### src/rtl/ngs_pkg.sv
// ----------------------------------------------------------------------------
// ngs_pkg
// Types and constants shared by the next-greater-element stack engine.
// ----------------------------------------------------------------------------
package ngs_pkg;

    localparam int VALUE_W     = 32;
    localparam int POS_W       = 10;
    localparam int QUEUE_DEPTH = 2;

    // Input word
    typedef struct packed {
        logic signed [VALUE_W-1:0] value;
        logic                      end_of_sequence;
    } ngs_in_t;

    // Result word
    typedef struct packed {
        logic [POS_W-1:0]          position;
        logic signed [VALUE_W-1:0] next_larger;
        logic                      found;
        logic                      overflow;
        logic                      run_end;
    } ngs_out_t;

    // Classified item passed from front to back
    typedef struct packed {
        logic signed [VALUE_W-1:0] value;
        logic                      end_of_sequence;
        logic [POS_W-1:0]          position;
        logic                      pos_overflow;
    } ngs_item_t;

    // One stack entry
    typedef struct packed {
        logic [POS_W-1:0]          position;
        logic signed [VALUE_W-1:0] value;
    } ngs_entry_t;

    // Back-end to output-stage control
    typedef struct packed {
        logic emit;       // new result on emit_data
        logic emit_last;  // that result closes its item
        logic close;      // item done, mark pending result as its last
    } ngs_emit_ctl_t;

    typedef enum logic [2:0] {
        ST_IDLE,
        ST_CHECK,
        ST_READ,
        ST_FREAD,
        ST_FLUSH
    } ngs_state_t;

endpackage

### src/rtl/ngs_front.sv
// ----------------------------------------------------------------------------
// ngs_front
// Accepts input words, tags each with its position in the sequence and
// flags positions beyond the supported sequence length.
// ----------------------------------------------------------------------------
module ngs_front import ngs_pkg::*; #(
    parameter int MAX_LENGTH = 1024
) (
    input  logic      aclk,
    input  logic      aresetn,
    input  logic      s_valid,
    output logic      s_ready,
    input  ngs_in_t   s_data,
    input  logic      q_full,
    output logic      q_push,
    output ngs_item_t q_item
);

    localparam int CNT_W = $clog2(MAX_LENGTH + 1);
    localparam logic [CNT_W-1:0] MAX_CNT = CNT_W'(MAX_LENGTH);

    logic [CNT_W-1:0]       pos_cnt_reg;
    logic [CNT_W-1:0]       pos_cnt_next;
    logic [CNT_W+POS_W-1:0] pos_ext;
    logic                   pos_ovf;

    // Accept whenever the queue has room
    assign s_ready = !q_full;
    assign q_push  = s_valid && !q_full;

    // Classify the word
    assign pos_ext = {{POS_W{1'b0}}, pos_cnt_reg};
    assign pos_ovf = (pos_cnt_reg >= MAX_CNT);

    always_comb begin
        q_item.value           = s_data.value;
        q_item.end_of_sequence = s_data.end_of_sequence;
        q_item.position        = pos_ext[POS_W-1:0];
        q_item.pos_overflow    = pos_ovf;
    end

    // Advance position, saturate at the limit, clear at sequence end
    always_comb begin
        pos_cnt_next = pos_cnt_reg;
        if (q_push) begin
            if (s_data.end_of_sequence) begin
                pos_cnt_next = '0;
            end else if (!pos_ovf) begin
                pos_cnt_next = pos_cnt_reg + CNT_W'(1);
            end
        end
    end

    always_ff @(posedge aclk) begin
        if (!aresetn) begin
            pos_cnt_reg <= '0;
        end else begin
            pos_cnt_reg <= pos_cnt_next;
        end
    end

endmodule

### src/rtl/ngs_queue.sv
// ----------------------------------------------------------------------------
// ngs_queue
// Two-entry queue between the front and the stack engine.
// ----------------------------------------------------------------------------
module ngs_queue import ngs_pkg::*; (
    input  logic      aclk,
    input  logic      aresetn,
    input  logic      push,
    input  ngs_item_t push_item,
    input  logic      pop,
    output logic      full,
    output logic      empty,
    output ngs_item_t head
);

    localparam int AW = $clog2(QUEUE_DEPTH);
    localparam int CW = $clog2(QUEUE_DEPTH + 1);

    ngs_item_t       entry_reg [QUEUE_DEPTH];
    logic [AW-1:0]   wr_ptr_reg;
    logic [AW-1:0]   rd_ptr_reg;
    logic [CW-1:0]   count_reg;

    assign full  = (count_reg == CW'(QUEUE_DEPTH));
    assign empty = (count_reg == '0);
    assign head  = entry_reg[rd_ptr_reg];

    // Store incoming word
    always_ff @(posedge aclk) begin
        if (push) begin
            entry_reg[wr_ptr_reg] <= push_item;
        end
    end

    // Advance pointers and fill level
    always_ff @(posedge aclk) begin
        if (!aresetn) begin
            wr_ptr_reg <= '0;
            rd_ptr_reg <= '0;
            count_reg  <= '0;
        end else begin
            if (push) begin
                wr_ptr_reg <= wr_ptr_reg + AW'(1);
            end
            if (pop) begin
                rd_ptr_reg <= rd_ptr_reg + AW'(1);
            end
            if (push && !pop) begin
                count_reg <= count_reg + CW'(1);
            end else if (pop && !push) begin
                count_reg <= count_reg - CW'(1);
            end
        end
    end

    a_fill_bound: assert property (@(posedge aclk) disable iff (!aresetn)
        count_reg <= CW'(QUEUE_DEPTH))
        else $error("queue fill level beyond depth");

endmodule

### src/rtl/ngs_back.sv
// ----------------------------------------------------------------------------
// ngs_back
// Stack engine: pops smaller entries one per step, pushes or rejects the
// new element, and drains the stack at sequence end.
// ----------------------------------------------------------------------------
module ngs_back import ngs_pkg::*; #(
    parameter int STACK_DEPTH = 32
) (
    input  logic          aclk,
    input  logic          aresetn,
    input  logic          q_empty,
    input  ngs_item_t     q_head,
    output logic          q_pop,
    input  logic          out_ok,
    output ngs_emit_ctl_t emit_ctl,
    output ngs_out_t      emit_data
);

    localparam int AW = $clog2(STACK_DEPTH);
    localparam int CW = $clog2(STACK_DEPTH + 1);

    ngs_entry_t    stack_mem [STACK_DEPTH];
    ngs_entry_t    rd_entry_reg;
    ngs_entry_t    wr_entry;
    logic          wr_en;
    logic [AW-1:0] rd_addr;
    logic [AW-1:0] wr_addr;
    logic [CW-1:0] top_cnt;

    ngs_state_t    state_reg;
    ngs_state_t    state_next;
    logic [CW-1:0] count_reg;
    logic [CW-1:0] count_next;
    ngs_item_t     cur_reg;
    ngs_item_t     cur_next;

    logic          pop_hit;
    logic          reject;
    logic          last_entry;

    // Stack memory, top entry read every cycle
    assign top_cnt = count_reg - CW'(1);
    assign rd_addr = top_cnt[AW-1:0];
    assign wr_addr = count_reg[AW-1:0];

    always_comb begin
        wr_entry.position = cur_reg.position;
        wr_entry.value    = cur_reg.value;
    end

    always_ff @(posedge aclk) begin
        if (wr_en) begin
            stack_mem[wr_addr] <= wr_entry;
        end
        rd_entry_reg <= stack_mem[rd_addr];
    end

    // Decide between pop, reject and push
    assign pop_hit    = (count_reg != '0) &&
                        ($signed(rd_entry_reg.value) < $signed(cur_reg.value));
    assign reject     = cur_reg.pos_overflow || (count_reg == CW'(STACK_DEPTH));
    assign last_entry = (count_reg == CW'(1));

    // Sequencer
    always_comb begin
        state_next = state_reg;
        count_next = count_reg;
        cur_next   = cur_reg;
        q_pop      = 1'b0;
        wr_en      = 1'b0;
        emit_ctl   = '0;
        emit_data  = '0;
        case (state_reg)
            ST_IDLE: begin
                if (!q_empty) begin
                    q_pop      = 1'b1;
                    cur_next   = q_head;
                    state_next = ST_CHECK;
                end
            end
            ST_CHECK: begin
                if (out_ok) begin
                    if (pop_hit) begin
                        emit_ctl.emit         = 1'b1;
                        emit_data.position    = rd_entry_reg.position;
                        emit_data.next_larger = cur_reg.value;
                        emit_data.found       = 1'b1;
                        count_next            = count_reg - CW'(1);
                        state_next            = ST_READ;
                    end else if (reject) begin
                        emit_ctl.emit      = 1'b1;
                        emit_ctl.emit_last = !(cur_reg.end_of_sequence && count_reg != '0);
                        emit_data.position = cur_reg.position;
                        emit_data.overflow = 1'b1;
                        if (cur_reg.end_of_sequence && count_reg != '0) begin
                            state_next = ST_FREAD;
                        end else begin
                            state_next = ST_IDLE;
                        end
                    end else begin
                        wr_en      = 1'b1;
                        count_next = count_reg + CW'(1);
                        if (cur_reg.end_of_sequence) begin
                            state_next = ST_FREAD;
                        end else begin
                            emit_ctl.close = 1'b1;
                            state_next     = ST_IDLE;
                        end
                    end
                end
            end
            ST_READ: begin
                state_next = ST_CHECK;
            end
            ST_FREAD: begin
                state_next = ST_FLUSH;
            end
            ST_FLUSH: begin
                if (out_ok) begin
                    emit_ctl.emit      = 1'b1;
                    emit_ctl.emit_last = last_entry;
                    emit_data.position = rd_entry_reg.position;
                    count_next         = count_reg - CW'(1);
                    state_next         = last_entry ? ST_IDLE : ST_FREAD;
                end
            end
            default: begin
                state_next = ST_IDLE;
            end
        endcase
    end

    always_ff @(posedge aclk) begin
        if (!aresetn) begin
            state_reg <= ST_IDLE;
            count_reg <= '0;
        end else begin
            state_reg <= state_next;
            count_reg <= count_next;
        end
    end

    always_ff @(posedge aclk) begin
        cur_reg <= cur_next;
    end

    a_count_bound: assert property (@(posedge aclk) disable iff (!aresetn)
        count_reg <= CW'(STACK_DEPTH))
        else $error("stack count beyond depth");

    a_emit_close_excl: assert property (@(posedge aclk) disable iff (!aresetn)
        !(emit_ctl.emit && emit_ctl.close))
        else $error("emit and close in the same cycle");

    a_flush_nonempty: assert property (@(posedge aclk) disable iff (!aresetn)
        (state_reg == ST_FLUSH || state_reg == ST_FREAD) |-> count_reg != '0)
        else $error("drain step with empty stack");

endmodule

### src/rtl/ngs_out.sv
// ----------------------------------------------------------------------------
// ngs_out
// Result stage: holds the newest result until it is known whether it
// closes its item, then moves it to the output register.
// ----------------------------------------------------------------------------
module ngs_out import ngs_pkg::*; (
    input  logic          aclk,
    input  logic          aresetn,
    input  ngs_emit_ctl_t emit_ctl,
    input  ngs_out_t      emit_data,
    output logic          out_ok,
    output logic          m_valid,
    input  logic          m_ready,
    output ngs_out_t      m_data
);

    ngs_out_t m_data_reg;
    logic     m_valid_reg;
    ngs_out_t pend_reg;
    logic     pend_valid_reg;
    logic     pend_last_reg;

    logic     out_free;
    logic     move;
    ngs_out_t move_data;

    assign out_free = !m_valid_reg || m_ready;
    assign out_ok   = !pend_valid_reg || out_free;
    assign move     = pend_valid_reg && out_free &&
                      (pend_last_reg || emit_ctl.emit || emit_ctl.close);

    assign m_valid = m_valid_reg;
    assign m_data  = m_data_reg;

    // Mark the moving word as last when its item is closed
    always_comb begin
        move_data         = pend_reg;
        move_data.run_end = pend_last_reg || emit_ctl.close;
    end

    // Output register
    always_ff @(posedge aclk) begin
        if (!aresetn) begin
            m_valid_reg <= 1'b0;
        end else if (move) begin
            m_valid_reg <= 1'b1;
        end else if (m_ready) begin
            m_valid_reg <= 1'b0;
        end
    end

    always_ff @(posedge aclk) begin
        if (move) begin
            m_data_reg <= move_data;
        end
    end

    // Pending slot
    always_ff @(posedge aclk) begin
        if (!aresetn) begin
            pend_valid_reg <= 1'b0;
            pend_last_reg  <= 1'b0;
        end else if (emit_ctl.emit) begin
            pend_valid_reg <= 1'b1;
            pend_last_reg  <= emit_ctl.emit_last;
        end else if (move) begin
            pend_valid_reg <= 1'b0;
        end
    end

    always_ff @(posedge aclk) begin
        if (emit_ctl.emit) begin
            pend_reg <= emit_data;
        end
    end

    a_emit_has_room: assert property (@(posedge aclk) disable iff (!aresetn)
        (emit_ctl.emit || emit_ctl.close) |-> out_ok)
        else $error("result produced while result stage is blocked");

endmodule

### src/rtl/next_greater_element_stack.sv
// ----------------------------------------------------------------------------
// next_greater_element_stack
// Next-greater-element engine over a monotonic stack of (position, value).
//
//   channel  | direction | word      | handshake
//   ---------+-----------+-----------+------------------
//   s_       | in        | ngs_in_t  | s_valid / s_ready
//   m_       | out       | ngs_out_t | m_valid / m_ready
//
// An element passes ST_IDLE and ST_CHECK, plus ST_READ and ST_CHECK per entry
// it pops; draining at sequence end passes ST_FREAD and ST_FLUSH per entry.
// The read states wait for the stack memory's registered read of the top entry.
// Reset is synchronous, active low, and clears all control state at once.
// A two-entry queue lets the input keep accepting while the engine works or
// the result side stalls; the engine halts while a result cannot move out.
// ----------------------------------------------------------------------------
module next_greater_element_stack import ngs_pkg::*; #(
    parameter int STACK_DEPTH = 32,
    parameter int MAX_LENGTH  = 1024
) (
    input  logic     aclk,
    input  logic     aresetn,
    input  logic     s_valid,
    output logic     s_ready,
    input  ngs_in_t  s_data,
    output logic     m_valid,
    input  logic     m_ready,
    output ngs_out_t m_data
);

    logic          q_full;
    logic          q_empty;
    logic          q_push;
    logic          q_pop;
    ngs_item_t     q_item;
    ngs_item_t     q_head;
    logic          out_ok;
    ngs_emit_ctl_t emit_ctl;
    ngs_out_t      emit_data;

    // Tag and classify incoming words
    ngs_front #(
        .MAX_LENGTH (MAX_LENGTH)
    ) u_front (
        .aclk    (aclk),
        .aresetn (aresetn),
        .s_valid (s_valid),
        .s_ready (s_ready),
        .s_data  (s_data),
        .q_full  (q_full),
        .q_push  (q_push),
        .q_item  (q_item)
    );

    // Decouple front from stack engine
    ngs_queue u_queue (
        .aclk      (aclk),
        .aresetn   (aresetn),
        .push      (q_push),
        .push_item (q_item),
        .pop       (q_pop),
        .full      (q_full),
        .empty     (q_empty),
        .head      (q_head)
    );

    // Stack engine
    ngs_back #(
        .STACK_DEPTH (STACK_DEPTH)
    ) u_back (
        .aclk      (aclk),
        .aresetn   (aresetn),
        .q_empty   (q_empty),
        .q_head    (q_head),
        .q_pop     (q_pop),
        .out_ok    (out_ok),
        .emit_ctl  (emit_ctl),
        .emit_data (emit_data)
    );

    // Result stage
    ngs_out u_out (
        .aclk      (aclk),
        .aresetn   (aresetn),
        .emit_ctl  (emit_ctl),
        .emit_data (emit_data),
        .out_ok    (out_ok),
        .m_valid   (m_valid),
        .m_ready   (m_ready),
        .m_data    (m_data)
    );

endmodule
### config.mk
export PLATFORM = sky130hd
export DESIGN_NAME = next_greater_element_stack
export DESIGN_NICKNAME = d
export VERILOG_FILES = /design/src/rtl/ngs_pkg.sv /design/src/rtl/ngs_front.sv /design/src/rtl/ngs_queue.sv /design/src/rtl/ngs_back.sv /design/src/rtl/ngs_out.sv /design/src/rtl/next_greater_element_stack.sv
export SDC_FILE = /design/constraint.sdc
export NUM_CORES = 2
export LEC_CHECK = 0
export CORE_ASPECT_RATIO = 1.2
export CORE_MARGIN = 2
export CORE_UTILIZATION = 58
export DETAILED_ROUTE_END_ITERATION = 10
export DONT_BUFFER_PORTS = 1
export PLACE_DENSITY = 0.84
export REMOVE_ABC_BUFFERS = 1
export SYNTH_ARGS = -nofsm -noshare
export SYNTH_HDL_FRONTEND = slang
export SYNTH_SLANG_ARGS = --single-unit
### constraint.sdc
create_clock -name aclk -period 12.3 [get_ports aclk]
set_input_delay 3.69 -clock aclk [delete_from_list [all_inputs] [get_ports aclk]]
set_output_delay 3.69 -clock aclk [all_outputs]
set_load 0.02 [all_outputs]
* Yosys cells after proc, flatten, opt, wreduce, memory -nomap -nowiden
Memory sizes are Yosys's and may differ from the RTL's. A register that Yosys moved wholly into a read port is not among the register bits.
Cells that the tools add are included.
** Word-level totals
- Register bits :: 116
- Bits in writable memories :: 1432
- Input port bits :: 37
- Output and inout bits :: 47
- Memories :: 2
** Memories
- u_back.stack_mem :: depth 32, bits a word 42, read ports 1, clocked after memory_dff 1, wr ports 1, line ngs_back.sv:22 : ngs_entry_t stack_mem [STACK_DEPTH];
- u_queue.entry_reg :: depth 2, bits a word 44, read ports 1, clocked after memory_dff 1, wr ports 1, line ngs_queue.sv:19 : ngs_item_t entry_reg [QUEUE_DEPTH];
** Cells by class
- $add $sub $neg :: 7
- $lt $le $gt $ge :: 2
- Equality and inequality tests :: 12
- Multiplexer cells :: 49
- Bitwise gates (word level) :: 3
- Reduce and logical (&&, ||, !) cells :: 33
** Operators with widths (count)
- 44-bit 2-to-1 mux :: 1
- 33-bit 2-to-1 mux :: 1
- 32-bit < comparator :: 1
- 10-bit 2-to-1 mux :: 3
- 6-bit 2-to-1 mux :: 4
- 11-bit 2-to-1 mux :: 2
- 1-bit 2-to-1 mux :: 20
- 10-bit case mux with 2 select lines :: 1
- 2-bit 2-to-1 mux :: 9
- 3-bit 2-to-1 mux :: 5
- 3-bit case mux with 5 select lines :: 1
- 6-bit case mux with 2 select lines :: 1
- 11-bit by 1-bit adder with 11-bit output (second input constant) :: 1
- 11-bit >= comparator (second input constant) :: 1
- 2-bit inequality test (second input constant) :: 4
- 2-bit nonzero test :: 4
- 1-bit logical AND :: 7
- 6-bit by 1-bit adder with 6-bit output (second input constant) :: 1
- 3-bit by 2-bit == test with 1-bit output (second input constant) :: 2
- 6-bit by 1-bit == test with 1-bit output (second input constant) :: 1
- 6-bit == test (second input constant) :: 1
- 1-bit zero test :: 6
- 1-bit logical OR :: 6
- 2-bit AND reduction :: 3
- 16 further kinds :: 20

* Longest topological paths before layout
- Word-level depth :: 12
- Mapped depth :: 12
- Gate-level depth less buffers :: 11

* Hierarchy
A second synthesis with hierarchy kept.
** Unflattened totals
- Cell total of the unflattened synthesis :: 2696
- Area total of the unflattened synthesis :: 62162.1 um^2
** Modules (own cells, without submodules)
- ngs_back :: times used 1, cells an instance 2326, area each 55022.8 um^2
- ngs_queue :: times used 1, cells an instance 159, area each 3392.0 um^2
- ngs_out :: times used 1, cells an instance 104, area each 2807.7 um^2
- ngs_front :: times used 1, cells an instance 107, area each 939.7 um^2

* Worst setup path before layout
OpenSTA, ideal clock, no wires.
- Path type :: input -> register
- From :: input m_ready
- To :: register u_out.m_data_reg (netlist bit u_out.m_data[0]), enable pin
- Library setup time :: 462 ps
- Data arrival time :: 6931 ps
- Path slack :: 4907 ps
- Stages :: 8
- Path through :: nor2b_1 -> nand2_1 -> nand3_1 -> or4_1 -> clkbuf_1 -> nand2_2 -> nor3_1 -> a21oi_1
** Between the ends
- Word-level cells in the longest chain between the ends :: 7
** RTL lines
- start: declaration :: line next_greater_element_stack.sv:27 : input logic m_ready,
- 1-bit logical OR (*) :: line ngs_out.sv:27 : assign out_free = !m_valid_reg || m_ready;
- 1-bit logical OR :: line ngs_out.sv:28 : assign out_ok = !pend_valid_reg || out_free;
- 2-bit 2-to-1 mux or 3-bit 2-to-1 mux (tied branches) :: line ngs_back.sv:119, ngs_back.sv:82
- 2-bit case mux with 2 select lines :: line ngs_back.sv:73 : case (state_reg)
- 1-bit logical OR (2 in a row) :: line ngs_out.sv:30 : (pend_last_reg || emit_ctl.emit || emit_ctl.close);
- 1-bit logical AND (*) :: line ngs_out.sv:29 : assign move = pend_valid_reg && out_free &&
- named net u_out.move :: line ngs_out.sv:24 : logic move;
- end signal: assignment :: line ngs_out.sv:54 : m_data_reg <= move_data;
- end: declaration :: line ngs_out.sv:17 : ngs_out_t m_data_reg;
Mark *: on every way through the listed nets, which the timed path passes. The rest lies on a longest branch.
A chain may end at the register's enable or synchronous reset.

* Worst setup path in the final report
- From :: register u_back.cur_reg[43] in the netlist's numbering
- To :: memory u_back.stack_mem[5][32] in the netlist's numbering, enable pin
** Between the ends
- Word-level cells in the longest chain between the ends :: 7
** RTL lines
- start: declaration :: line ngs_back.sv:34 : ngs_item_t cur_reg;
- start signal: assignment :: line ngs_back.sv:144 : cur_reg <= cur_next;
- 32-bit < comparator :: line ngs_back.sv:60 : ($signed(rd_entry_reg.value) < $signed(cur_reg.value));
- 1-bit logical AND :: line ngs_back.sv:59 : assign pop_hit = (count_reg != '0) &&
- 1-bit 2-to-1 mux :: line ngs_back.sv:83 : if (pop_hit) begin
- 1-bit 2-to-1 mux :: line ngs_back.sv:82 : if (out_ok) begin
- 1-bit 2-to-1 mux :: line ngs_back.sv:73
- 1-bit 2-to-1 mux :: line ngs_back.sv:52 : if (wr_en) begin
- 1-bit 2-to-1 mux (not written as such) :: line ngs_back.sv:53 : stack_mem[wr_addr] <= wr_entry;
- end: declaration :: line ngs_back.sv:22
No other way between the ends.

==> impl_results.md <==
* Drt total wl at 168,400 um
* Pleak at 0.02118 uW
* Mapped Area at 0.06157 mm2
* CTS tree: yes
* H-tree depth at 4
* Post-Syn Area per Cell at 23.28 um2
* Total CTS buffers at ~150
* Worst setup path end: u_back.stack_mem[5][32]
* Crit-path max FO at 33
* Initial antenna violation count at 4
* CTS Sinks at 1,634
* Synthesis-to-finish area growth at 11.96%
* Clock buffer depth at 3
* Flop2flop setup slack at 5290 ps
* Final setup fails at 0
* Sequential cell area fraction in the yosys report at 0.7858
* RSZ-0062 raised after global routing: no
* FMAX at 0.1426 GHz
* Worst clock skew at 40.00 ps
* Max-slew headroom at 0.06381
* Post-synth EDFFs at 1,565
* Worst-margin pin slew at 1404 ps
* Pwr Density at 260.6 mW/mm2
* Reg-to-reg endpoint: u_back.stack_mem[5][32]
* # fillers at 5,929
* Number of DRC markers in iteration 0 at 5,132
* PortBufs at 0
* Commonest cells post-synth: edfxtp_1, mux4_2, mux2_2
* Final Cell Area at approximately 0.069 mm2
* Post-synth ARST share at 0
* Routed Antenna Nets at 0
* Initial Utilization at 0.5868
* Post-DP HPWL at 87,630 um
* Drt via density at 7.184
* Vias at 30,750
* Count leader, synth: edfxtp_1
* Mux contribution to synthesized area at 0.1702
* Fin crit period at 7011 ps
* Clock root buffer: clkbuf_16
* Core Area at roughly 0.10 mm2
* Final worst path period share at 0.5700
* Critical Path Source: u_back.cur_reg[43]
* Peak supply drop at 0.0002857 V
* Clk slew on worst S/H paths at 70 ps
* Worst r2r src: u_back.cur_reg[43]
* Count of cell types in the netlist at 55
* Compound-Gate Fraction of Synth Area at 0.01158
* Vias in the first global route at 30,860
* Cells after synthesis at around 2,600
* Worst Hold Class: reg2reg
* Top-area cell type share of the netlist area at 0.7633
* First-pass GRT wire length at 238,100 um
* Primary FF master, synth: edfxtp_1
* Total grt overflow at 0
* PostCTS Resize Cnt at 0
* Synth top area cells: edfxtp_1, mux4_2, dfxtp_1
* GRT Util Overall at 0.3162
* Data required, critical path at 12,740 ps
* Post-CTS Setup Repair Bufs at 0
* Post-synth top area cell: edfxtp_1
* Post-layout util at 0.6570
* Max cap viols at 0
* Synth Area in Simple Gates at 0.01282
* Post-Synth Adder-Cell Area at 0.007723
* Worst setup EP type: flop
* Placed cell areas at 0.06388 mm2
* Hold Buf Count CTS at 0
* Fin. Hold Viols at 0
* Synth Warn # at 0
* DRC Markers at 0
* Largest net degree at the start of global routing at 170
* Combinational family with the most area after synthesis: multiplexers
* Routed wire per std cell at 39.34 um
* Final Slew Violations at 0
* Arr. time, crit path at 7450 ps
* Synthesized flop and latch total at 1,634
* R2R depth at 12
* Status: completed
* Die Span Y at 360.9 um
* Clk_lat worst skew at ~800 ps
* Post-Synth XOR/XNOR Area at 0.001565
* Max reg flops at 1,344
* CP startpoint kind: flop
* Die X at around 300 um
* WS Path Type: reg2reg
* Rows at 130
* Fraction of layout cells with a size suffix above 1 at 0.3023
* GPL Wtd Cong at around 0.96
* Die Footprint at 0.1088 mm2
* IO Pins at 84
* DR pass1 iterations at 7
* Nets at ~2,800
-- where the power goes --
| part | internal (uW) | switching [uW] |
|---|---|---|
| clock | 2740 | 2100 |
| sequential | 7140 | 249 |
| combinational | 2150 | 3570 |
| total | 12000 | 5930 |
-- how the worst min path moves through the flow --
stage / cells past startpoint / slack [ps] / start / to
finish: 0 / 430 / u_out.move_data[35] / u_out.m_data[35]
global route: 0 / 430 / u_out.move_data[35] / u_out.m_data[35]
CTS: 0 / 430 / u_out.move_data[35] / u_out.m_data[35]
detailed placement: 0 / 400 / u_out.move_data[17] / u_out.m_data[17]
global placement: 0 / 410 / u_out.move_data[4] / u_out.m_data[4]
floorplan: 0 / 400 / u_out.move_data[10] / u_out.m_data[10]
-- per-layer routing --
layer	share of wire	track usage	vias up
li1	-	-	11390
met1	0.31	0.3871	15820
met2	0.49	0.5086	2938
met3	0.11	0.07704	602
met4	0.083	0.2012	2
met5	0.000077	0	-
-- placed cells by master (no fill, tap or decap), types with 6 or more instances in the layout --
cell	n
nand2_1	37
nor2_1	22
clkinv_2	21
o21ai_0	17
bufinv_16	15
buf_4	89
clkbuf_1	35
mux4_2	420
clkinv_1	19
a21oi_1	73
nand3_1	16
clkbuf_8	11
mux2_2	86
a31oi_1	14
clkinvlp_4	6
edfxtp_1	1565
inv_1	45
dfxtp_1	67
clkbuf_16	158
or3_1	9
ha_1	37
nor2_4	34
-- cells by family (layout without fill, tap and decap cells) --
family,count (synthesis),count (layout)
buffers and inverters,166,413
other,0,3
and+or+nand+nor,160,160
muxes,511,511
AOI/OAI and AO/OA,124,124
adders and majority gates,38,38
xor gates and xnor gates,11,11
DFF,1634,1634
-- cell type report --
| class | instances | area, um2 | area share |
|---|---|---|---|
| well taps | 1386 | 1734 | 0.02516 |
| diodes | 3 | 7.507 | 0.0001089 |
| clock inverters | 71 | 810.8 | 0.01176 |
| flip-flops and latches | 1634 | 48380 | 0.7019 |
| clock buffers | 204 | 4237 | 0.06146 |
| repair buffers | 91 | 708.2 | 0.01027 |
| inverters | 47 | 176.4 | 0.002559 |
| multi-input cells | 844 | 12880 | 0.1868 |
-- stage by stage --
step                      total power (uW)  setup TNS, ps  setup slack [ps]  hold WS (ps)  std cells
after detailed placement             12810              0              5118         404.5       4002
after global placement               12550              0              5216         410.1       4002
final                                17960              0              5289         425.5       4280
after floorplan                      12250       -9589870            -11890         400.3       2525
after global routing                 18240              0              5294         429.1       4277
after CTS                            17840              0              5683         425.3       4277
-- worst max-delay path: stages (launching register included) --
cell      delay [ps]
edfxtp_1         320
buf_4            390
inv_1            140
ha_1             590
nand4_1          310
nor3_2           650
nand3_1          380
o211ai_1         420
o21ai_1          260
nand3_1          600
nand3_1          930
nor2_4          1090
buf_4            500
Power figures use the tool's default switching activity.
